--- config.mk ---
export PLATFORM = sky130hd
export DESIGN_NAME = nns_front
export DESIGN_NICKNAME = d
export VERILOG_FILES = /design/src/nearest_neighbor_image_scaler_macros.svh /design/src/nns_pkg.sv /design/src/nns_front.sv
export SDC_FILE = /design/constraint.sdc
export NUM_CORES = 1
export LEC_CHECK = 0
export BUFFER_PORTS_ARGS = -buffer_cell sky130_fd_sc_hd__buf_2
export CAP_MARGIN = 20
export CORE_UTILIZATION = 35
export DETAILED_ROUTE_END_ITERATION = 16
export SLEW_MARGIN = 25
export SYNTH_ARGS = -nofsm -noshare
export SYNTH_HDL_FRONTEND = slang
export SYNTH_SLANG_ARGS = --single-unit
--- constraint.sdc ---
create_clock -name vclk -period 4.6
set_input_delay 0.46 -clock vclk [all_inputs]
set_output_delay 0.46 -clock vclk [all_outputs]
set_load 0.01 [all_outputs]
--- src/nearest_neighbor_image_scaler_macros.svh ---
// Assertion macros shared by the scaler RTL.
// No dependencies; take in by `include where assertions are written.
`ifndef NEAREST_NEIGHBOR_IMAGE_SCALER_MACROS_SVH
`define NEAREST_NEIGHBOR_IMAGE_SCALER_MACROS_SVH

// check on every clock edge outside reset
`define NNS_ASSERT(lbl, prop, msg) \
    lbl: assert property (@(posedge i_clk) disable iff (!i_rst_n) prop) \
        else $error(msg);

// check on every clock edge, reset included
`define NNS_ASSERT_ALWAYS(lbl, prop, msg) \
    lbl: assert property (@(posedge i_clk) prop) \
        else $error(msg);

`endif

--- src/nns_pkg.sv ---
// Types, sizes and register codes of the nearest neighbor image scaler.
// No dependencies; used by every module of the block but nns_ram.
package nns_pkg;

    localparam int MAX_SIDE    = 128;
    localparam int MAX_PLANES  = 4;
    localparam int SAMPLE_BITS = 16;

    localparam int PLANE_W  = 2;
    localparam int COORD_W  = 10;
    localparam int SAMPLE_W = 16;
    localparam int SRC_W    = 8;
    localparam int DST_W    = 11;
    localparam int CH_W     = 3;

    localparam int ROW_W       = (MAX_SIDE > 1) ? $clog2(MAX_SIDE) : 1;
    localparam int STORE_DEPTH = MAX_PLANES * MAX_SIDE * MAX_SIDE;
    localparam int ADDR_W      = (STORE_DEPTH > 1) ? $clog2(STORE_DEPTH) : 1;
    localparam int PROD_W      = COORD_W + SRC_W;
    localparam int LIM_W       = DST_W + ROW_W + 1;
    localparam int CMP_W       = (PROD_W > LIM_W) ? PROD_W : LIM_W;
    localparam int DIV_W       = (PROD_W > DST_W + ROW_W) ? PROD_W : DST_W + ROW_W;
    localparam int DIV_STAGES  = ROW_W;

    localparam int QUEUE_DEPTH = 2;
    localparam int QPTR_W      = 1;
    localparam int QCNT_W      = 2;

    localparam int PADDR_W = 5;
    localparam int PDATA_W = 32;
    localparam int REG_W   = 3;

    typedef enum logic [REG_W-1:0] {
        REG_SRC_HEIGHT    = 3'd0,
        REG_SRC_WIDTH     = 3'd1,
        REG_DST_HEIGHT    = 3'd2,
        REG_DST_WIDTH     = 3'd3,
        REG_CHANNEL_COUNT = 3'd4
    } t_reg_idx;

    typedef enum logic {
        MODE_WRITE = 1'b0,
        MODE_READ  = 1'b1
    } t_mode;

    typedef struct packed {
        t_mode                 mode;
        logic [PLANE_W-1:0]    plane;
        logic [COORD_W-1:0]    row_index;
        logic [COORD_W-1:0]    col_index;
        logic [SAMPLE_W-1:0]   sample_in;
    } t_in;

    typedef struct packed {
        logic [SAMPLE_W-1:0]   sample_out;
        logic                  out_of_range;
    } t_out;

    typedef struct packed {
        logic [SRC_W-1:0]      src_height;
        logic [SRC_W-1:0]      src_width;
        logic [DST_W-1:0]      dst_height;
        logic [DST_W-1:0]      dst_width;
        logic [CH_W-1:0]       channel_count;
    } t_cfg;

    typedef struct packed {
        logic                  is_read;
        logic                  ok;
        logic [PLANE_W-1:0]    plane;
        logic [ROW_W-1:0]      wr_row;
        logic [ROW_W-1:0]      wr_col;
        logic [PROD_W-1:0]     prod_row;
        logic [PROD_W-1:0]     prod_col;
        logic [SAMPLE_BITS-1:0] sample;
    } t_cmd;

    typedef struct packed {
        logic                  is_read;
        logic                  ok;
        logic [PLANE_W-1:0]    plane;
        logic [ROW_W-1:0]      wr_row;
        logic [ROW_W-1:0]      wr_col;
        logic [DIV_W-1:0]      rem_row;
        logic [DIV_W-1:0]      rem_col;
        logic [ROW_W-1:0]      q_row;
        logic [ROW_W-1:0]      q_col;
        logic [SAMPLE_BITS-1:0] sample;
    } t_stage;

endpackage

--- src/nns_front.sv ---
// Front end: range checks and coordinate products for one incoming item.
// Depends on nns_pkg.
module nns_front (
    input  nns_pkg::t_cfg i_cfg,
    input  nns_pkg::t_in  i_item,
    output nns_pkg::t_cmd o_cmd
);

    logic plane_ok;
    logic wr_ok;
    logic rd_ok;

    always_comb begin
        plane_ok = ({1'b0, i_item.plane} < i_cfg.channel_count)
                && (32'(i_item.plane) < nns_pkg::MAX_PLANES);
        wr_ok = plane_ok
             && (i_item.row_index < nns_pkg::COORD_W'(i_cfg.src_height))
             && (i_item.col_index < nns_pkg::COORD_W'(i_cfg.src_width))
             && (32'(i_item.row_index) < nns_pkg::MAX_SIDE)
             && (32'(i_item.col_index) < nns_pkg::MAX_SIDE);
        rd_ok = plane_ok
             && (nns_pkg::DST_W'(i_item.row_index) < i_cfg.dst_height)
             && (nns_pkg::DST_W'(i_item.col_index) < i_cfg.dst_width);

        o_cmd.is_read  = (i_item.mode == nns_pkg::MODE_READ);
        o_cmd.ok       = (i_item.mode == nns_pkg::MODE_READ) ? rd_ok : wr_ok;
        o_cmd.plane    = i_item.plane;
        o_cmd.wr_row   = nns_pkg::ROW_W'(i_item.row_index);
        o_cmd.wr_col   = nns_pkg::ROW_W'(i_item.col_index);
        o_cmd.prod_row = nns_pkg::PROD_W'(i_item.row_index)
                       * nns_pkg::PROD_W'(i_cfg.src_height);
        o_cmd.prod_col = nns_pkg::PROD_W'(i_item.col_index)
                       * nns_pkg::PROD_W'(i_cfg.src_width);
        o_cmd.sample   = nns_pkg::SAMPLE_BITS'(i_item.sample_in);
    end

endmodule

# --- Word-level counts from Yosys, hierarchy flattened ---
# Index checks and enable logic that the tools add are counted.
word_totals:
  out_inout_bits: 70
  register_bits: 0
  input_bits: 80
op_classes:
  mux: 1
  order_cmp: 7
  reduce_logical: 6
  multipliers: 2
ops:
  columns: ["op", "n"]
  rows:
  - ["$mul 10x8->18", 2]
  - ["$lt 10x11->1", 2]
  - ["$lt 10x8->1", 2]
  - ["$lt 10x8->1 const B", 2]
  - ["$logic_and 1x1->1", 6]
  - ["$lt 2x3->1", 1]
  - ["$mux 1", 1]

# --- Logic depth before layout (Yosys ltp) ---
# Gate-level depths: netlist of the first run.
logic_depth:
  word_depth: 6
  mapped_depth: 16

# --- Worst setup path after synthesis of the first run ---
# OpenSTA, ideal clock, no wires.
synth_path:
  kind: "input to output"
  start: "input i_cfg[40] in the netlist's numbering"
  end: "output o_cmd[51] in the netlist's numbering"
  setup_slack_ns: -0.095
  path_buffers: 0
  arrival_ns: 4.235
  stages: 13
  cell_sequence: "and2_1 fa_1 fa_1 fa_1 inv_1 fa_1 inv_1 ha_1 a2111oi_2 inv_1 o211ai_2 a211oi_1 a2111oi_2"
synth_rtl:
  columns: ["element", "line", "rtl"]
  rows:
  - ["start, declared", "nns_front.sv:4", "input nns_pkg::t_cfg i_cfg,"]
  - ["end, declared", "nns_front.sv:6", "output nns_pkg::t_cmd o_cmd"]

==> qor.yml, run 1 <==
power:
  p_sw_share_pct: 48.69
  p_seq_share_pct: 0
  power_switching_uw: 2197
  comb_power_share_pct: 100.0
  power_density_mw_per_mm2: 482.6
  ir_worst_vdd_mv: 0.7226
  power_uw: 4512
  power.internal_uw: 2315
  clkPwrFrac_pct: 0
  leakage_uw: 0.004776
placement:
  portBuffers: 118
  placed_area_mm2: 0.008174
  pre_cts_ws_ns: -0.4099
  dp.cells: 1225
  place.gp.congestion: 0.8226
  hpwlAfterDp_um: 15050
final_layout:
  fin_util_pct: 49.98
  layout_commonest_cell: "inv_1"
  nNetsFinal: 1311
  final_cell_mix: "inv_1, buf_4, and2_1"
  fillers: 1780
  post_route_cells_drive_above_1_share_pct: 39.50
  n_clock_buffer: 0
  seq_cell_count: 0
  final_cell_area_mm2: 0.009349
  final_cells: 1245
  area_growth_pct: 39.77
  regArea_um2: 0
worst_setup_path:
  startpoint: "i_item[29]"
  worst-path-max-fanout: 6
  startpoint_type: "input port"
  criticalPathCategory: "input port to output pin"
  crit_path_end_kind: "output pin"
  cp_data_required_time_ns: 4.14
  arrival_ns: 4.25
floorplan:
  die_x_um: 140.2
  io-pin-count: 150
  row_count: 50
  die_h_um: 140.2
  initial_core_util_pct: 35.76
  coreArea_mm2: 0.01871
  die_area_mm2: 0.01967
global_route:
  antenna_found_initial: 0
  first_global_vias: 6141
  grt_max_degree: 12
  grt.overflow.total: 0
  grt_pass1_wl_um: 29950
  grtUsageTotal_pct: 18.63
drt:
  vias: 6047
  firstDrtPassIters: 4
  wl_um: 18200
  ant_nets: 0
  drt-wirelength-per-cell_um: 14.62
  drc: 0
  drt_iter0_drc: 166
  via_per_inst: 4.857
run_status:
  violations: "setup timing"
  outcome: "complete, but fails checks"
min_path:
  min-delay-start: "i_item[11]"
  min_path_type: "input port to output pin"
sta:
  tightest_slew_ns: 0.4136
  rsz0062_at_grt: "yes"
  fin_crit_ns: 4.706
  setup_viol: 4
  fin_crit_sh_pct: 102.3
  finalWorstSetupSlack_ns: -0.1062
  fmax_mhz: 212.5
  slew_viol_final: 0
  finalHoldViolations: 0
  timing.slew.headroom_pct: 72.21
logic_synthesis:
  syn_area_mm2: 0.006689
  syn_inst: 801
  yosys.area.top_type: "fa_1"
  synth_warnings: 0
  yosys.cell_types.count: 61
  synth_top_cell_area_share_pct: 28.73
  syn-num-nets: 1100
  syn_avg_cell_area_um2: 8.351
  yosys-top-cells-area: "fa_1, ha_1, and2_1, inv_1, buf_4"
  ys_seq_area_share_pct: 0
clocking:
  holdBufCountCts: 0
job:
  maxCapViolations: 0
[cells by family after synthesis]
logic type,after synthesis,synth area share [%]
muxes,1,0.1683
adders and majority gates,219,51.74
xor gates and xnor gates,19,2.488
buffers and inverters,203,13.26
AOI/OAI and AO/OA,107,11.06
and+or+nand+nor,252,21.29
[Yosys cell counts, drive strengths merged, types with 2 or more instances]
cell and n:
and3 3, o211ai 3, nand4 7, nand2 42, buf 34, a211oi 9
and2 128, nand4b 2, nand3b 4, fa 96, xnor2 14, nor2b 6
inv 160, nor3 9, clkbuf 9, a211o 2, ha 123, a31oi 5
o21ai 14, xor2 5, a2111oi 2, o21a 6, nor3b 3, a21o 14
o2111ai 3, nand2b 3, nor4bb 2, a21oi 32, o21bai 3, nand3 12
nor2 25, o31a 2
[power by group through the flow]
stage / Sequential, µW / Combinational, µW / Clock [µW]
after CTS: 0 / 4070 / 0
after detailed placement: 0 / 3480 / 0
final: 0 / 4510 / 0.0000292
after global routing: 0 / 4960 / 0
after floorplan: 0 / 2170 / 0
after global placement: 0 / 3440 / 0
[routing by layer]
layer  GRT usage, %  routed length (µm)  vias up
li1               -                   -     2957
met1          25.51                8405     2989
met2          33.47                9129       91
met3          1.128                 531       10
met4          1.272                 135        0
met5              0                   0        -
[repair_timing]
action / in CTS / in global routing
gates resized for setup: 153 / 88
pin swaps: 99 / 83
hold endpoints to repair: 0 / 0
endpoints found under the setup margin: 18 / 17
buffers inserted: 9 / 11
[path summary, 6_finish.rpt]
| kind | end | slack (ns) | cells after the start |
|---|---|---|---|
| worst min-delay path | o_cmd[11] | 0.92 | 0 |
| worst max-delay path | o_cmd[51] | -0.11 | 16 |
[metrics by stage]
step / setup TNS, ns / hold WS [ns]
3_5_place_dp: -4.029 / 0.9201
4_1_cts: -0.4450 / 0.9201
3_3_place_gp: -3.534 / 0.9201
6_report: -0.2237 / 0.9200
5_1_grt: -1.296 / 0.9200
2_1_floorplan: 0 / 1.012
[area by class of cell]
type	count	area, µm²	area share (%)
Tap cell	234	292.8	3.132
Timing Repair Buffer	252	1904	20.37
Antenna cell	1	2.502	0.02677
Inverter	160	600.6	6.424
Multi-Input combinational cell	598	6549	70.05
[worst max-delay path, cell delays in order]
cell,delay (ns)
buf_12,0.11
and2_4,0.15
fa_1,0.57
fa_1,0.43
fa_1,0.48
inv_1,0.05
fa_1,0.49
inv_2,0.05
ha_4,0.29
buf_4,0.11
o211ai_1,0.11
nand2_1,0.14
o211ai_4,0.13
a21o_4,0.23
a2111oi_4,0.26
buf_2,0.17
Power figures use the tool's default switching activity.
==> inputs of run 2 (changes only) <==
--- a/config.mk
+++ b/config.mk
@@ -9,6 +9,7 @@
 export CAP_MARGIN = 20
 export CORE_UTILIZATION = 35
 export DETAILED_ROUTE_END_ITERATION = 16
+export RECOVER_POWER = 100
 export SLEW_MARGIN = 25
 export SYNTH_ARGS = -nofsm -noshare
 export SYNTH_HDL_FRONTEND = slang
==> run 2 against run 1 <==
The run still ends with setup timing left; critical path depth unchanged; highest routed layer unchanged; non-clock buffer count unchanged; maximum frequency down 0.17%; critical endpoint unchanged; die area unchanged.
==> qor.yml, run 2 (synthesis results as in run 1) <==
run_status:
  outcome: "complete, but fails checks"
  violations: "setup timing"
global_route:
  grt_pass1_wl_um: 29950
  first_global_vias: 6141
  grt_max_degree: 12
  antenna_found_initial: 0
  grt.overflow.total: 0
  grtUsageTotal_pct: 18.63
drt:
  dr_wl_met3_um: 559
  ant_nets: 0
  drt_iter0_drc: 164
  firstDrtPassIters: 4
  highest_layer: "met4"
  via_per_inst: 4.873
  wl_met1_um: 8387
  drt-wirelength-per-cell_um: 14.62
  vias: 6067
  wl_um: 18210
  met2WireLength_um: 9125
  drc: 0
worst_setup_path:
  arrival_ns: 4.25
  startpoint: "i_item[29]"
  startpoint_type: "input port"
  worst-path-max-fanout: 6
  criticalPathCategory: "input port to output pin"
  crit_path_end_kind: "output pin"
  cp_data_required_time_ns: 4.14
sta:
  fin_crit_ns: 4.714
  finalWorstSetupSlack_ns: -0.1141
  setup_viol: 6
  fin_setup_tns_ns: -0.3714
  rsz0062_at_grt: "yes"
  finalHoldViolations: 0
  fmax_mhz: 212.1
  slew_viol_final: 0
  fin_crit_sh_pct: 102.5
  timing.slew.headroom_pct: 69.75
  tightest_slew_ns: 0.4504
final_layout:
  nNetsFinal: 1311
  n_clock_buffer: 0
  layout_commonest_cell: "inv_1"
  seq_cell_count: 0
  fin_util_pct: 49.65
  final_cell_mix: "inv_1, buf_4, and2_1"
  fillers: 1801
  area_growth_pct: 38.85
  multiInputGateArea_mm2: 0.006534
  post_route_cells_drive_above_1_share_pct: 36.93
  regArea_um2: 0
floorplan:
  row_count: 50
  coreArea_mm2: 0.01871
  io-pin-count: 150
  die_area_mm2: 0.01967
  die_h_um: 140.2
  die_x_um: 140.2
  initial_core_util_pct: 35.76
placement:
  portBuffers: 118
  hpwlAfterDp_um: 15050
  place.gp.congestion: 0.8226
  pre_cts_ws_ns: -0.4099
min_path:
  min-delay-start: "i_item[11]"
  min_path_type: "input port to output pin"
clocking:
  holdBufCountCts: 0
power:
  leakage_uw: 0.004701
  ir_worst_vdd_mv: 0.7221
  power_density_mw_per_mm2: 484.1
  power_uw: 4496
job:
  maxCapViolations: 0
==> run 2: changes by cell type in the layout (fill, tap and decap cells not counted), sizes merged <==
cell | before | now
clkbuf | 0 | 24
buf | 252 | 228
==> run 2: critical path, cell delays in order <==
cell and delay (ns):
buf_12 0.11, and2_4 0.15, fa_1 0.57, fa_1 0.43
fa_1 0.48, inv_1 0.05, fa_1 0.49, inv_2 0.05
ha_4 0.29, buf_4 0.12, o211ai_1 0.11, nand2_1 0.14
o211ai_4 0.13, a21o_4 0.23, a2111oi_4 0.26, buf_2 0.17
==> run 2: per-layer routing <==
| metal | global-route usage [%] | vias to the layer above |
|---|---|---|
| met5 | 0 | - |
| met1 | 25.51 | 2990 |
| li1 | - | 2961 |
| met3 | 1.128 | 10 |
| met4 | 1.272 | 0 |
| met2 | 33.47 | 106 |
==> run 2: report_power, final <==
group | internal (µW) | switching (µW) | total (µW) | leakage [µW]
sequential | 0 | 0 | 0 | 0
combinational | 2300 | 2200 | 4500 | 0.00470
clock | 0.0000292 | 0 | 0.0000292 | 0.00000000634
==> run 2: final cells by class <==
type                       instances  share of cell area, %
antenna                            1                0.02694
inverter                         160                  6.466
multi-input combinational        598                  70.35
tap                              234                  3.152
timing repair buffer             252                  20.01
==> run 2: final timing paths <==
path / depth (start not counted) / endpoint / slack, ns
worst max-delay path: 16 / o_cmd[51] / -0.11
worst min-delay path: 0 / o_cmd[11] / 0.92
==> run 2: stage by stage <==
step                cells  cell area (µm²)  hold WS [ns]
floorplan             801             6714         1.012
global placement     1225             8174        0.9201
detailed placement   1225             8174        0.9201
CTS                  1233             8884        0.9201
global route         1244             9285        0.9200
finish               1245             9288        0.9200
==> run 2: repair_timing <==
| action | CTS | global route |
|---|---|---|
| resized for setup | 153 | 88 |
| setup buffers | 9 | 11 |
| endpoints found under the setup margin | 18 | 17 |
| pin swaps | 99 | 83 |
==> inputs of run 3 (changes only) <==
--- a/config.mk
+++ b/config.mk
@@ -9,6 +9,7 @@
 export CAP_MARGIN = 20
 export CORE_UTILIZATION = 35
 export DETAILED_ROUTE_END_ITERATION = 16
+export PLACE_DENSITY_LB_ADDON = 0.25
 export RECOVER_POWER = 100
 export SLEW_MARGIN = 25
 export SYNTH_ARGS = -nofsm -noshare
==> run 3 against run 2 <==
Maximum frequency barely moved; wire length decreased by 1.8%; sequential cell count unchanged; design area down 1.0%; non-clock buffer count decreased by 3; combinational power is essentially flat; critical endpoint is now o_cmd[47]; final cell count decreased by 0.32%; highest routed layer unchanged; count of clock-buffer cells in the layout stayed put; hold slack is the same; the run still ends with setup timing left; setup slack improved by 0.00083 ns; via count fell by 1.9%.
==> qor.yml, run 3 (synthesis results as in run 1) <==
global_route:
  grt_pass1_wl_um: 30240
  first_global_vias: 6179
  grtUsageTotal_pct: 18.75
  grt_max_degree: 12
  grt.overflow.total: 0
  antenna_found_initial: 0
drt:
  via_per_inst: 4.797
  firstDrtPassIters: 4
  ant_nets: 0
  wl_um: 17890
  vias: 5953
  drc: 0
  drt-wirelength-per-cell_um: 14.41
  drt_iter0_drc: 162
sta:
  fin_crit_ns: 4.713
  finalHoldViolations: 0
  fmax_mhz: 212.2
  slew_viol_final: 0
  finalWorstSetupSlack_ns: -0.1133
  timing.slew.headroom_pct: 63.56
  tightest_slew_ns: 0.5424
  setup_viol: 5
  rsz0062_at_grt: "yes"
  fin_crit_sh_pct: 102.5
floorplan:
  die_area_mm2: 0.01967
  initial_core_util_pct: 35.76
  row_count: 50
  io-pin-count: 150
  die_h_um: 140.2
  die_x_um: 140.2
  coreArea_mm2: 0.01871
final_layout:
  fillers: 1796
  multiInputGateArea_mm2: 0.006491
  n_clock_buffer: 0
  final_cell_mix: "inv_1, buf_4, ha_1"
  regArea_um2: 0
  layout_commonest_cell: "inv_1"
  fin_util_pct: 49.14
  insertedDiodeCount: 0
  nNetsFinal: 1308
  area_growth_pct: 37.41
  post_route_cells_drive_above_1_share_pct: 36.64
  seq_cell_count: 0
worst_setup_path:
  criticalPathCategory: "input port to output pin"
  arrival_ns: 4.25
  worst-path-max-fanout: 3
  startpoint_type: "input port"
  crit_path_end_kind: "output pin"
  cp_data_required_time_ns: 4.14
min_path:
  min_path_type: "input port to output pin"
  worstHoldPathCells: 0
run_status:
  outcome: "complete, but fails checks"
  violations: "setup timing"
power:
  power.internal_uw: 2312
  p_sw_share_pct: 49.01
  power_switching_uw: 2222
  clkPwrFrac_pct: 0
  power_density_mw_per_mm2: 493.3
  ir_worst_vdd_mv: 0.5247
  comb_power_share_pct: 100.0
  leakage_uw: 0.004716
  p_seq_share_pct: 0
  power_uw: 4534
placement:
  place.gp.congestion: 0.8166
  pre_cts_ws_ns: -0.3363
  portBuffers: 118
  hpwlAfterDp_um: 14590
job:
  maxCapViolations: 0
run 3: changes by cell type in the layout (fill, tap and decap cells not counted), sizes merged:
cell,delta
clkbuf,+2
buf,-5
diode,-1
run 3: cell type report:
type,instances,area share (%)
tap,234,3.185
inverter,160,6.534
timing repair buffer,249,19.66
multi-input combinational,598,70.62
run 3: metrics by stage:
| stage | cells | setup TNS [ns] | hold slack (ns) | area (µm²) |
|---|---|---|---|---|
| 2_1_floorplan | 801 | 0 | 1.012 | 6714 |
| 3_3_place_gp | 1217 | -3.656 | 0.9201 | 8127 |
| 3_5_place_dp | 1217 | -3.923 | 0.9201 | 8127 |
| 4_1_cts | 1228 | -0.3601 | 0.9201 | 8812 |
| 5_1_grt | 1241 | -2.039 | 0.9200 | 9191 |
| 6_report | 1241 | -0.3527 | 0.9200 | 9191 |
run 3: final timing paths:
| kind | slack [ns] | startpoint | end |
|---|---|---|---|
| worst min-delay path | 0.92 | i_item[0] | o_cmd[0] |
| worst max-delay path | -0.11 | i_item[34] | o_cmd[47] |
run 3: power by group through the flow:
stage                     registers (µW)  clock network [µW]  logic [µW]
after detailed placement               0                   0        3450
after global routing                   0                   0        4980
after global placement                 0                   0        3440
after floorplan                        0                   0        2170
after CTS                              0                   0        4080
final                                  0                   0        4530
run 3: per-layer routing:
layer | vias to the layer above | GRT usage [%] | wire length (µm)
li1 | 2949 | - | -
met1 | 2908 | 27.21 | 8766
met2 | 84 | 31.68 | 8445
met3 | 12 | 1.538 | 572
met4 | 0 | 0.8676 | 103
met5 | - | 0 | 0
run 3: what timing repair did:
item,in CTS,in global routing
gates resized for setup,146,82
setup buffers,11,12
hold endpoints to repair,0,0
endpoints found under the setup margin,18,19
pin swaps,90,85
hold buffers,0,0
cloned,0,1
run 3: worst max-delay path, cell delays in order:
cell,delay (ns)
buf_6,0.10
and2_4,0.15
fa_1,0.51
fa_1,0.50
fa_1,0.51
inv_2,0.04
fa_1,0.51
inv_2,0.05
ha_4,0.22
a2111oi_4,0.34
inv_2,0.08
o211ai_4,0.25
a21o_4,0.18
buf_6,0.09
xnor2_2,0.09
buf_2,0.15
