`config.mk`:
```
export PLATFORM = sky130hd
export DESIGN_NAME = nns_queue
export DESIGN_NICKNAME = d
export VERILOG_FILES = /design/src/nns_pkg.sv /design/src/nns_queue.sv
export VERILOG_INCLUDE_DIRS = /design/src /design/src/src
export SDC_FILE = /design/constraint.sdc
export NUM_CORES = 1
export LEC_CHECK = 0
export BUFFER_PORTS_ARGS = -buffer_cell sky130_fd_sc_hd__buf_2
export CORE_MARGIN = 5
export CORE_UTILIZATION = 50
export DETAILED_ROUTE_END_ITERATION = 12
export GPL_ROUTABILITY_DRIVEN = 0
export PLACE_DENSITY = 0.88
export SYNTH_ARGS = -nofsm -noshare
export SYNTH_HDL_FRONTEND = slang
export SYNTH_SLANG_ARGS = --single-unit
```
`constraint.sdc`:
```
create_clock -name i_clk -period 5.1 [get_ports i_clk]
set_input_delay 0.255 -clock i_clk [delete_from_list [all_inputs] [get_ports i_clk]]
set_output_delay 0.255 -clock i_clk [all_outputs]
set_load 0.05 [all_outputs]
```
`src/nearest_neighbor_image_scaler_macros.svh`:
```
// Assertion macros shared by the scaler RTL.
// No dependencies; take in by `include where assertions are written.
`ifndef NEAREST_NEIGHBOR_IMAGE_SCALER_MACROS_SVH
`define NEAREST_NEIGHBOR_IMAGE_SCALER_MACROS_SVH

// check on every clock edge outside reset
`define NNS_ASSERT(lbl, prop, msg) \
    lbl: assert property (@(posedge i_clk) disable iff (!i_rst_n) prop) \
        else $error(msg);

// check on every clock edge, reset included
`define NNS_ASSERT_ALWAYS(lbl, prop, msg) \
    lbl: assert property (@(posedge i_clk) prop) \
        else $error(msg);

`endif

```
`src/nns_pkg.sv`:
```
// Types, sizes and register codes of the nearest neighbor image scaler.
// No dependencies; used by every module of the block but nns_ram.
package nns_pkg;

    localparam int MAX_SIDE    = 128;
    localparam int MAX_PLANES  = 4;
    localparam int SAMPLE_BITS = 16;

    localparam int PLANE_W  = 2;
    localparam int COORD_W  = 10;
    localparam int SAMPLE_W = 16;
    localparam int SRC_W    = 8;
    localparam int DST_W    = 11;
    localparam int CH_W     = 3;

    localparam int ROW_W       = (MAX_SIDE > 1) ? $clog2(MAX_SIDE) : 1;
    localparam int STORE_DEPTH = MAX_PLANES * MAX_SIDE * MAX_SIDE;
    localparam int ADDR_W      = (STORE_DEPTH > 1) ? $clog2(STORE_DEPTH) : 1;
    localparam int PROD_W      = COORD_W + SRC_W;
    localparam int LIM_W       = DST_W + ROW_W + 1;
    localparam int CMP_W       = (PROD_W > LIM_W) ? PROD_W : LIM_W;
    localparam int DIV_W       = (PROD_W > DST_W + ROW_W) ? PROD_W : DST_W + ROW_W;
    localparam int DIV_STAGES  = ROW_W;

    localparam int QUEUE_DEPTH = 2;
    localparam int QPTR_W      = 1;
    localparam int QCNT_W      = 2;

    localparam int PADDR_W = 5;
    localparam int PDATA_W = 32;
    localparam int REG_W   = 3;

    typedef enum logic [REG_W-1:0] {
        REG_SRC_HEIGHT    = 3'd0,
        REG_SRC_WIDTH     = 3'd1,
        REG_DST_HEIGHT    = 3'd2,
        REG_DST_WIDTH     = 3'd3,
        REG_CHANNEL_COUNT = 3'd4
    } t_reg_idx;

    typedef enum logic {
        MODE_WRITE = 1'b0,
        MODE_READ  = 1'b1
    } t_mode;

    typedef struct packed {
        t_mode                 mode;
        logic [PLANE_W-1:0]    plane;
        logic [COORD_W-1:0]    row_index;
        logic [COORD_W-1:0]    col_index;
        logic [SAMPLE_W-1:0]   sample_in;
    } t_in;

    typedef struct packed {
        logic [SAMPLE_W-1:0]   sample_out;
        logic                  out_of_range;
    } t_out;

    typedef struct packed {
        logic [SRC_W-1:0]      src_height;
        logic [SRC_W-1:0]      src_width;
        logic [DST_W-1:0]      dst_height;
        logic [DST_W-1:0]      dst_width;
        logic [CH_W-1:0]       channel_count;
    } t_cfg;

    typedef struct packed {
        logic                  is_read;
        logic                  ok;
        logic [PLANE_W-1:0]    plane;
        logic [ROW_W-1:0]      wr_row;
        logic [ROW_W-1:0]      wr_col;
        logic [PROD_W-1:0]     prod_row;
        logic [PROD_W-1:0]     prod_col;
        logic [SAMPLE_BITS-1:0] sample;
    } t_cmd;

    typedef struct packed {
        logic                  is_read;
        logic                  ok;
        logic [PLANE_W-1:0]    plane;
        logic [ROW_W-1:0]      wr_row;
        logic [ROW_W-1:0]      wr_col;
        logic [DIV_W-1:0]      rem_row;
        logic [DIV_W-1:0]      rem_col;
        logic [ROW_W-1:0]      q_row;
        logic [ROW_W-1:0]      q_col;
        logic [SAMPLE_BITS-1:0] sample;
    } t_stage;

endpackage

```
`src/nns_queue.sv`:
```
// Two-entry command queue between front end and back end.
// Depends on nns_pkg and the assertion macro header.
`include "nearest_neighbor_image_scaler_macros.svh"

module nns_queue (
    input  logic          i_clk,
    input  logic          i_rst_n,
    input  logic          i_push,
    input  nns_pkg::t_cmd i_push_cmd,
    input  logic          i_pop,
    output logic          o_full,
    output logic          o_valid,
    output nns_pkg::t_cmd o_cmd
);

    nns_pkg::t_cmd                r_mem [nns_pkg::QUEUE_DEPTH];
    logic [nns_pkg::QPTR_W-1:0]   r_wr_ptr;
    logic [nns_pkg::QPTR_W-1:0]   r_rd_ptr;
    logic [nns_pkg::QCNT_W-1:0]   r_count;
    logic [nns_pkg::QCNT_W-1:0]   n_count;
    logic                         do_pop;

    assign o_full  = (r_count == nns_pkg::QCNT_W'(nns_pkg::QUEUE_DEPTH));
    assign o_valid = (r_count != '0);
    assign o_cmd   = r_mem[r_rd_ptr];
    assign do_pop  = i_pop && o_valid;

    always_comb begin
        n_count = r_count;
        if (i_push && !do_pop) begin
            n_count = r_count + nns_pkg::QCNT_W'(1);
        end else if (!i_push && do_pop) begin
            n_count = r_count - nns_pkg::QCNT_W'(1);
        end
    end

    always_ff @(posedge i_clk) begin
        if (i_push) begin
            r_mem[r_wr_ptr] <= i_push_cmd;
        end
    end

    always_ff @(posedge i_clk) begin
        if (!i_rst_n) begin
            r_wr_ptr <= '0;
            r_rd_ptr <= '0;
            r_count  <= '0;
        end else begin
            if (i_push) begin
                r_wr_ptr <= r_wr_ptr + nns_pkg::QPTR_W'(1);
            end
            if (do_pop) begin
                r_rd_ptr <= r_rd_ptr + nns_pkg::QPTR_W'(1);
            end
            r_count <= n_count;
        end
    end

    `NNS_ASSERT_ALWAYS(a_count_bound, (!i_rst_n || (r_count <= nns_pkg::QCNT_W'(nns_pkg::QUEUE_DEPTH))), "queue count overflow")
    `NNS_ASSERT(a_push_grows, (i_push && !do_pop) |=> r_count == $past(r_count) + nns_pkg::QCNT_W'(1), "push lost")

endmodule

```
# Word level (Yosys, flattened, before mapping)
# Memory sizes are Yosys's and may differ from the RTL's. A register that Yosys moved wholly into a read port is not among the register bits.
# Cells that the tools add are included.
totals:
  ff_bits: 4
  word_cells: 22
  ramBits: 140
  n_memories: 1
  inputBits: 74
  out_inout_bits: 72
memory_table:
  columns: ["memory", "words", "width", "read_ports", "rd_clocked_by_memory_dff", "wr", "line_no", "text"]
  rows:
  - ["r_mem", 2, 70, 1, 1, 1, "nns_queue.sv:16", "nns_pkg::t_cmd r_mem [nns_pkg::QUEUE_DEPTH];"]
op_classes:
  n_mux: 6
  eq_ne: 1
  n_reduce_logical: 7
  addsub: 4
op_table:
  columns: ["cell", "n"]
  rows:
  - ["2-to-1 mux 1 bit", 4]
  - ["2-to-1 mux 2 bit", 2]
  - ["nonzero test 2 bit", 2]
  - ["logical AND 1 bit", 3]
  - ["adder 1 bit, second input constant", 2]
  - ["adder 2 x 1 -> 2 bit, second input constant", 1]
  - ["== test 2 bit, second input constant", 1]
  - ["zero test 1 bit", 2]
  - ["subtractor 2 x 1 -> 2 bit, second input constant", 1]

# Depth between registers and ports, before layout
# Gate-level depths: netlist (run 1).
depth:
  word_depth: 5
  mapped_depth: 5
  mapped_depth_nobuf: 5

# Worst setup path after synthesis (run 1)
# Ideal clock, no wire load.
synth_timing:
  path_type: "reg2reg"
  start: "register r_wr_ptr"
  end: "memory r_mem[0][0] (netlist bit) (enable)"
  stages_incl_launch_ff: 2
  required_ns: 4.592
  synth_period_minus_slack_ns: 3.943
  setup_time_ns: 0.508
  t_arrival_ns: 3.435
  slack_ns: 1.157
  n_path_buf: 0
  cell_sequence: "dfxtp_1 -> nor2b_1"
synth_lines:
  columns: ["element", "line_no", "text"]
  rows:
  - ["start, declared", "nns_queue.sv:17", "logic [nns_pkg::QPTR_W-1:0] r_wr_ptr;"]
  - ["start signal, assigned", "nns_queue.sv:50", "r_wr_ptr <= r_wr_ptr + nns_pkg::QPTR_W'(1);"]
  - ["end, declared", "nns_queue.sv:16", null]
# No word-level cell before the write port.

==> impl_metrics.csv, run 1 <==
group,metric,value,unit
routing,drtPass1Iterations,4,
sta,tns,0,ns
routing,route.met3.wl,705,microns
routing,vias,2983,
routing,top_layer,"met4",
setup_path,cp-start-kind,"register",
clock_network,clock-root-buffer,"clkbuf_8",
min_path,hold_depth,3,
clock_network,cts_max_path_buffers,2,
power,seq_power_share,38.7,%
sta,fin_ws,2.68,ns
routing,met2_length,5.88,mm
setup_path,cp.arrival,2.17,ns
setup_path,crit_fanout,70,
setup_path,r2r_setup_slack,3.10,ns
routing,ant_nets,0,
synthesis,synth-seq-cells,145,
synthesis,ys_warn_count,0,
power,swShare,33.2,%
final_layout,final_common_cell,"buf_2",
power,clockPowerShare,32.8,%
setup_path,crit_chain,"mux2_2 -> buf_2",
power,internal_power,0.00259,W
final_layout,nets,543,
min_path,hp-class,"input port to register",
setup_path,cp.required,4.85,ns
routing,route.layer.met1.wl,4.03,mm
clock_network,tritoncts,"built",
outcome,status,"finished, final reports clean",
power,p_per_area,521,nW/um^2
sta,finClkSkew,0.00629,ns
clock_network,path_clk_slew,0.06,ns
grt,grt_start_max_net_pins,71,
clock_network,cts_setup_buffers,0,
setup_path,slowest_stage,"dfxtp_4",
setup_path,criticalPathCategory,"register to output pin",
routing,drt_iter0_drc,110,
clock_network,ctsResizeCount,0,
grt,grt_pass1_vias,3265,
floorplan,fp.dieH,112,microns
floorplan,start_util,51.1,%
floorplan,num_rows,37,
synthesis,yosysUniqueCellTypes,15,
clock_network,cts-buffers-inserted,17,
power,p_switching,0.00129,W
setup_path,path_delay_family,"flip-flops",
min_path,hold_end,"r_wr_ptr$_SDFFE_PN0P_",
synthesis,synth_nets,315,
clock_network,cts.sinks,145,
sta,fin_crit_sh,47.5,%
floorplan,die-area,12700,sq um
place,dp_slack,3.03,ns
clock_network,clk_latency,0.51,ns
final_layout,layout-drive-gt1-share,51.0,%
sta,fmax,413,MHz
sta,finalSetupViolations,0,
power,vdd_drop_max,315,uV
final_layout,syn_to_final_growth,41.9,%
setup_path,max_stage_delay,0.96,ns
job,cap_violations,0,
clock_network,cts_max_level,4,
setup_path,path_buf_inv,1,
floorplan,die_w,112,microns
final_layout,fin_area,7450,sq um
sta,slew_headroom,35.7,%
sta,hold_viol,0,
sta,fin_crit,2.42,ns
routing,drt-total-wl,10.8,mm
sta,worst_slew_pin_slew,0.965,ns
grt,grt_remaining_overflow,0,
power,comb_power_share,28.5,%
sta,slew_violations,0,
routing,drc_errors,0,
grt,antenna_found_initial,0,
power,power_leakage,2.83,nW
grt,grt_pass1_wl,16.8,mm
place,placed_area,6130,sq um
routing,wl_per_cell,17.5,microns
min_path,min_from,"i_push",
synthesis,avgSynthCellArea,21.9,sq um
synthesis,syn_inst,240,
setup_path,reg2reg_from,"r_wr_ptr$_SDFFE_PN0P_",
final_layout,final_cell_mix,"buf_2, edfxtp_1, dlygate4sd3_1",
floorplan,ios,146,
place,dp_hpwl,5.97,mm
sta,rsz0062_at_grt,"false",
grt,grt_util_all_layers,17.5,%
setup_path,endpoint_kind,"output pin",
place,port_buffers,145,
routing,routed_via_density,4.84,
setup_path,r2r-end,"r_mem[0][11]$_DFFE_PP_",
setup_path,r2r_cells,2,
floorplan,core_area,10300,sq um
final_layout,antenna_cells,0,
synthesis,synth-seq-area-share,81.9,%
clock_network,holdBufCountCts,71,
synthesis,netlist_area,5250,sq um
[state kept, by name, indices dropped and copies added (netlist names), named ones only]
register,count
r_wr_ptr,1
r_count,2
r_rd_ptr,1
r_mem,140
[worst min-delay path, delay by kind of cell]
kind | cells | cell delay [ns]
AO/OA/AOI/OAI | 1 | 0.16
AND/OR/NAND/NOR | 1 | 0.05
buffers and inverters | 1 | 0.11
[synth_stat cells]
master	n	area (sq um)
edfxtp_1	140	4200
mux2_2	70	788
buf_2	8	40.0
dfxtp_1	5	100
and2_1	4	25.0
nor2b_1	3	18.8
xnor2_1	2	17.5
a21boi_1	1	7.51
ha_1	1	12.5
o21a_1	1	7.51
o21ai_0	1	5.00
o21ai_1	1	5.00
or2_2	1	6.26
or3_1	1	6.26
xor2_1	1	8.76
[how the worst max path moves through the flow]
| stage | from | cells after the start | endpoint | slack [ns] |
|---|---|---|---|---|
| floorplan | r_wr_ptr$_SDFFE_PN0P_ | 1 | r_mem[0][0]$_DFFE_PP_ | 1.16 |
| detailed placement | i_push | 3 | r_mem[0][69]$_DFFE_PP_ | 3.03 |
| global placement | i_push | 3 | r_mem[0][69]$_DFFE_PP_ | 3.05 |
| global route | register | 2 | o_cmd[36] | 2.57 |
| CTS | register | 2 | o_cmd[36] | 2.66 |
| finish | register | 2 | o_cmd[36] | 2.68 |
[cell families after synthesis]
group                    share of synthesized area (%)
flip-flops                                        81.9
multiplexers                                      15.0
AND/OR/NAND/NOR                                   1.07
buffers and inverters                            0.762
AO/OA/AOI/OAI                                    0.476
XOR/XNOR                                         0.500
adder cells (fa/ha/maj)                          0.238
[metrics by stage]
| stage | instances | power, W | utilization [%] | hold slack (ns) |
|---|---|---|---|---|
| 2_1_floorplan | 240 | 0.00237 | - | 0.354 |
| 3_3_place_gp | 514 | 0.00258 | 59.6 | 0.442 |
| 3_5_place_dp | 514 | 0.00259 | 59.6 | 0.446 |
| 4_1_cts | 616 | 0.00390 | 72.5 | 0.0834 |
| 5_1_grt | 616 | 0.00402 | 72.5 | 0.0954 |
| 6_report | 616 | 0.00388 | 72.5 | 0.109 |
[routing by layer]
metal | GRT usage (%) | vias up
met4 | 7.05 | 0
met1 | 18.8 | 1453
met5 | 0 | -
met2 | 31.6 | 112
met3 | 5.93 | 14
li1 | - | 1404
[cell type report]
type                       instances  area [sq um]
fill                             635          2830
sequential                       145          4310
tap                              136           170
multi-input combinational         87           918
clock buffer                      19           422
clock inverter                    12           189
timing repair buffer             217          1440
[power by group through the flow]
stage,registers [W],logic [W],clock network (W)
final,0.00150,0.00111,0.00127
after global routing,0.00152,0.00115,0.00135
after CTS,0.00151,0.00111,0.00129
after detailed placement,0.00153,0.00106,0
after global placement,0.00152,0.00106,0
after floorplan,0.00143,0.000937,0
(Power assumes the default switching activity.)
==> inputs of run 2 (changes only) <==
- ABC_AREA: not set -> 1
- CORE_UTILIZATION: 50 -> 47
- PLACE_DENSITY: 0.88 -> 0.86
- clock period: 5.1 -> 2 ns (I/O delays scaled with it)
==> impl_metrics.csv, run 2 <==
group,metric,value,unit
setup_path,slowest_stage,"dfxtp_4",
synthesis,ys_warn_count,0,
synthesis,yosysUniqueCellTypes,14,
grt,antenna_found_initial,0,
final_layout,nets,563,
power,power_leakage,3.16,nW
floorplan,die-area,14300,sq um
synthesis,synthFlopType,"edfxtp_1",
floorplan,core_area,11900,sq um
setup_path,cp-start-kind,"register",
clock_network,tritoncts,"built",
synthesis,synth-seq-area-share,76.3,%
clock_network,cts-buffers-inserted,17,
final_layout,top_regs,"r_mem: 140 flops, r_count: 2 flops",
clock_network,path_clk_slew,0.06,ns
clock_network,cts_setup_buffers,0,
clock_network,ctsResizeCount,0,
synthesis,avgSynthCellArea,22.2,sq um
routing,drt-total-wl,10.7,mm
grt,grt_util_all_layers,15.5,%
sta,tns,0,ns
place,port_buffers,145,
sta,slew_violations,0,
final_layout,fillers,808,
synthesis,syn_inst,254,
final_layout,layout-drive-gt1-share,49.9,%
sta,fmax,576,MHz
grt,grt_start_max_net_pins,46,
floorplan,ios,146,
routing,routed_via_density,4.74,
final_layout,syn_to_final_growth,38.8,%
setup_path,endpoint_kind,"output pin",
setup_path,criticalPathCategory,"register to output pin",
final_layout,largest-register,"r_mem",
setup_path,crit_fanout,39,
synthesis,synth_nets,329,
clock_network,cts_max_path_buffers,2,
min_path,hp-class,"input port to register",
synthesis,ys_async_sr_fraction,0,%
final_layout,final_common_cell,"buf_2",
floorplan,die_w,120,microns
floorplan,fp.dieH,120,microns
synthesis,yosysTopAreaCellShare,74.5,%
clock_network,cts.sinks,145,
setup_path,max_stage_delay,0.37,ns
routing,ant_nets,0,
setup_path,path_delay_family,"buffers and inverters",
sta,slew_headroom,76.8,%
floorplan,start_util,47.4,%
synthesis,synth_commonest_cells,"edfxtp_1, mux2_4, nand2_1",
sta,hold_viol,0,
outcome,status,"finished, final reports clean",
grt,grt_pass1_wl,16.8,mm
synthesis,yosys.area.top_type,"edfxtp_1",
sta,rsz0062_at_grt,"false",
sta,fin_crit_sh,86.8,%
setup_path,cp.required,1.90,ns
final_layout,antenna_cells,0,
synthesis,synth-seq-cells,145,
routing,drt_iter0_drc,158,
routing,vias,3072,
synthesis,yosys-top-cells-area,"edfxtp_1, mux2_4, buf_12, dfxtp_1, nand2_1",
final_layout,largest_reg_flops,140,
floorplan,num_rows,40,
final_layout,final_cell_mix,"buf_2, edfxtp_1, dlygate4sd3_1",
routing,drc_errors,0,
synthesis,yosysMostFrequentCell,"edfxtp_1",
clock_network,clock-root-buffer,"clkbuf_16",
setup_path,path_buf_inv,2,
synthesis,netlist_area,5640,sq um
place,dp_hpwl,6.77,mm
power,p_per_area,1090,nW/um^2
routing,wl_per_cell,16.5,microns
power,vdd_drop_max,591,uV
sta,fin_crit,1.74,ns
clock_network,cts_max_level,4,
grt,grt_remaining_overflow,0,
setup_path,crit_chain,"buf_12 -> mux2_4 -> buf_2",
sta,finalSetupViolations,0,
grt,grt_pass1_vias,3359,
sta,worst_slew_pin_slew,0.348,ns
power,total_power,0.00850,W
sta,finClkSkew,0.00743,ns
job,cap_violations,0,
routing,drtPass1Iterations,4,
synthesis,synth_edf_count,140,
clock_network,clk_latency,0.41,ns
setup_path,cp.arrival,1.64,ns
run 2: changes by cell type in the layout (fill, tap and decap cells not counted), sizes merged, moves of 2 or more:
cell    delta
nand2      +9
nor2       +8
inv        +6
buf        +5
clkinv     +5
and2       -4
nor2b      -3
xnor2      -2
run 2: report_power, final:
group	internal [W]	switching, W	leakage, nW	total (W)
Combinational	0.000637	0.00111	1.51	0.00175
Sequential	0.00352	0.0000540	1.36	0.00358
Clock	0.00206	0.00111	0.295	0.00318
Total	0.00622	0.00228	3.16	0.00850
run 2: timing repair:
item,4_1_cts,5_1_grt
hold endpoints to repair,145,0
hold buffers,72,0
setup endpoints to repair,0,0
run 2: cell type report:
type | count | area (sq um) | share of cell area [%]
inverters | 8 | 33.8 | 0.431
multi-input cells | 93 | 1160 | 14.9
flip-flops and latches | 145 | 4310 | 55.0
repair buffers | 223 | 1540 | 19.7
clock buffers | 19 | 433 | 5.53
clock inverters | 13 | 168 | 2.14
well taps | 147 | 184 | 2.35
run 2: final timing paths:
kind                      startpoint                 endpoint  cells after the start  slack, ns
max                         register                o_cmd[47]                      3       0.26
min                            i_pop    r_rd_ptr$_SDFFE_PN0P_                      4       0.13
max reg2reg  r_count[0]$_SDFFE_PN0P_  r_count[0]$_SDFFE_PN0P_                      5       0.65
min reg2reg    r_rd_ptr$_SDFFE_PN0P_    r_rd_ptr$_SDFFE_PN0P_                      2       0.52
run 2: metal layers:
metal / global-route usage (%) / share of wire (%) / up-vias
met2: 27.7 / 53 / 111
met3: 5.61 / 6.7 / 16
met4: 5.80 / 1.5 / 0
li1: - / - / 1456
met1: 16.7 / 39 / 1489
met5: 0 / 0 / -
run 2: per-stage QoR:
step | hold slack (ns) | util (%) | cell area (sq um) | setup slack (ns) | std cells
global route | 0.161 | 65.7 | 7830 | 0.202 | 648
detailed placement | 0.291 | 54.7 | 6510 | 0.680 | 544
floorplan | 0.199 | - | 5650 | 0.150 | 254
finish | 0.129 | 65.7 | 7830 | 0.263 | 648
global placement | 0.287 | 54.7 | 6510 | 0.691 | 544
CTS | 0.119 | 65.7 | 7830 | 0.237 | 648
run 2: kinds of logic (layout without fill, tap and decap cells):
group | after synthesis | after routing | synth area share [%]
compound gates | 3 | 3 | 0.310
fa+ha+maj | 1 | 1 | 0.222
buf+inv | 16 | 263 | 3.22
flops | 145 | 145 | 76.3
mux | 70 | 70 | 18.6
simple gates | 19 | 19 | 1.33
run 2: worst register-to-register path, delay by kind of cell (launching register included):
family	cells	cell delay [ns]
AOI/OAI and AO/OA	3	0.49
buffers and inverters	1	0.06
adders and majority gates	1	0.31
DFF	1	0.38
==> inputs of run 3 (changes only) <==
- REMOVE_ABC_BUFFERS: not set -> 1
==> impl_metrics.csv, run 3 (synthesized netlist as in run 2, its figures left out) <==
group,metric,value,unit
min_path,hold_depth,4,
routing,route.layer.met1.wl,4.26,mm
final_layout,syn_to_final_growth,38.0,%
setup_path,cp.arrival,1.80,ns
clock_network,clk_latency,0.40,ns
outcome,status,"finished, final reports clean",
power,p_per_area,1090,nW/um^2
sta,finalSetupViolations,0,
routing,route.met3.wl,549,microns
final_layout,nets,561,
setup_path,criticalPathCategory,"register to output pin",
final_layout,final_cell_mix,"buf_2, edfxtp_1, dlygate4sd3_1",
sta,slew_violations,0,
final_layout,final_common_cell,"buf_2",
grt,grt_util_all_layers,15.4,%
routing,drt-total-wl,10.8,mm
final_layout,top_regs,"r_mem: 140 flops, r_count: 2 flops",
place,dp_hpwl,6.59,mm
floorplan,die_w,120,microns
power,vdd_drop_max,729,uV
clock_network,cts-buffers-inserted,17,
power,comb_power_share,20.5,%
routing,ant_nets,0,
sta,fin_crit_sh,94.9,%
floorplan,fp.dieH,120,microns
setup_path,r2r_setup_slack,0.52,ns
min_path,hp-class,"input port to register",
grt,grt_pass1_wl,16.7,mm
clock_network,cts.sinks,145,
sta,worst_slew_pin_slew,0.552,ns
power,clockPowerShare,37.2,%
job,cap_violations,0,
grt,grt_remaining_overflow,0,
floorplan,core_area,11900,sq um
setup_path,reg2reg_from,"r_count[1]$_SDFFE_PN0P_",
routing,met2_length,5.78,mm
routing,drtPass1Iterations,4,
min_path,min_from,"i_pop",
power,p_switching,0.00226,W
floorplan,die-area,14300,sq um
clock_network,cts_max_path_buffers,2,
routing,wl_per_cell,16.7,microns
floorplan,start_util,47.4,%
min_path,hold_end,"r_rd_ptr$_SDFFE_PN0P_",
grt,grt_pass1_vias,3314,
floorplan,num_rows,40,
clock_network,cts_setup_buffers,0,
final_layout,layout-drive-gt1-share,50.2,%
routing,routed_via_density,4.67,
power,total_power,0.00845,W
clock_network,path_clk_slew,0.05,ns
sta,hold_viol,0,
sta,tns,0,ns
setup_path,path_buf_inv,2,
place,port_buffers,145,
setup_path,cp-start-kind,"register",
clock_network,cts_max_level,4,
setup_path,crit_fanout,70,
routing,vias,3015,
place,placed_area,6470,sq um
final_layout,largest-register,"r_mem",
grt,grt_start_max_net_pins,71,
power,swShare,26.7,%
setup_path,path_delay_family,"buffers and inverters",
clock_network,clock-root-buffer,"clkbuf_16",
final_layout,antenna_cells,0,
grt,antenna_found_initial,0,
setup_path,r2r-end,"r_count[1]$_SDFFE_PN0P_",
power,seq_power_share,42.3,%
sta,fin_ws,0.101,ns
sta,rsz0062_at_grt,"false",
power,power_leakage,3.15,nW
clock_network,holdBufCountCts,72,
setup_path,max_stage_delay,0.40,ns
setup_path,crit_chain,"buf_12 -> mux2_4 -> buf_2",
setup_path,cp.required,1.90,ns
sta,fin_crit,1.90,ns
clock_network,ctsResizeCount,0,
sta,slew_headroom,63.2,%
routing,drt_iter0_drc,112,
floorplan,ios,146,
setup_path,slowest_stage,"buf_12",
clock_network,tritoncts,"built",
routing,top_layer,"met4",
place,dp_slack,0.533,ns
power,internal_power,0.00620,W
final_layout,largest_reg_flops,140,
setup_path,endpoint_kind,"output pin",
routing,drc_errors,0,
sta,fmax,527,MHz
setup_path,r2r_cells,8,
sta,holdWs,0.122,ns
sta,finClkSkew,0.00487,ns
final_layout,fin_area,7780,sq um
-- run 3: changes by cell type in the layout (fill, tap and decap cells not counted) --
cell,change
clkinv_2,+3
clkinv_1,-1
clkbuf_1,-2
buf_12,-2
clkinvlp_4,+1
clkinv_4,-2
-- run 3: final cells by class --
cell class	count	area [sq um]
clock buffer	17	425
clock inverter	14	171
fill	808	4130
inverter	8	31.3
multi-input combinational	93	1160
sequential	145	4310
tap	147	184
timing repair buffer	221	1500
-- run 3: metal layers --
layer  global-route usage, %  vias to the layer above
li1                        -                     1449
met3                    4.43                       13
met5                       0                        -
met1                    17.1                     1458
met2                    27.6                       95
met4                    6.23                        0
-- run 3: worst max path at each step --
stage                                startpoint                     to  slack, ns  cells past startpoint
after global placement                 register               o_cmd[2]       0.56                      3
after global routing                   register              o_cmd[11]       0.06                      3
after CTS                              register              o_cmd[11]       0.09                      3
after floorplan           r_wr_ptr$_SDFFE_PN0P_  r_mem[0][0]$_DFFE_PP_      -1.74                      1
final                                  register              o_cmd[36]       0.10                      3
after detailed placement               register              o_cmd[11]       0.53                      3
-- run 3: power groups by stage --
stage	Clock [W]	Combinational, W	Sequential [W]
CTS	0.00321	0.00174	0.00358
global placement	0	0.00160	0.00362
global route	0.00335	0.00181	0.00359
floorplan	0	0.00124	0.00372
finish	0.00315	0.00173	0.00358
detailed placement	0	0.00162	0.00364
-- run 3: worst register-to-register path, stage by stage, from the launching register on --
cell and delay [ns]:
dfxtp_1 0.39, o21a_1 0.19, inv_1 0.05, ha_1 0.31
inv_1 0.10, nand3_1 0.09, nand2_1 0.07, inv_1 0.04
nor2_1 0.15
-- run 3: per-stage QoR --
step	util, %	std cells
after detailed placement	54.3	542
after floorplan	-	246
after CTS	65.4	645
after global placement	54.3	542
after global routing	65.4	645
final	65.4	645
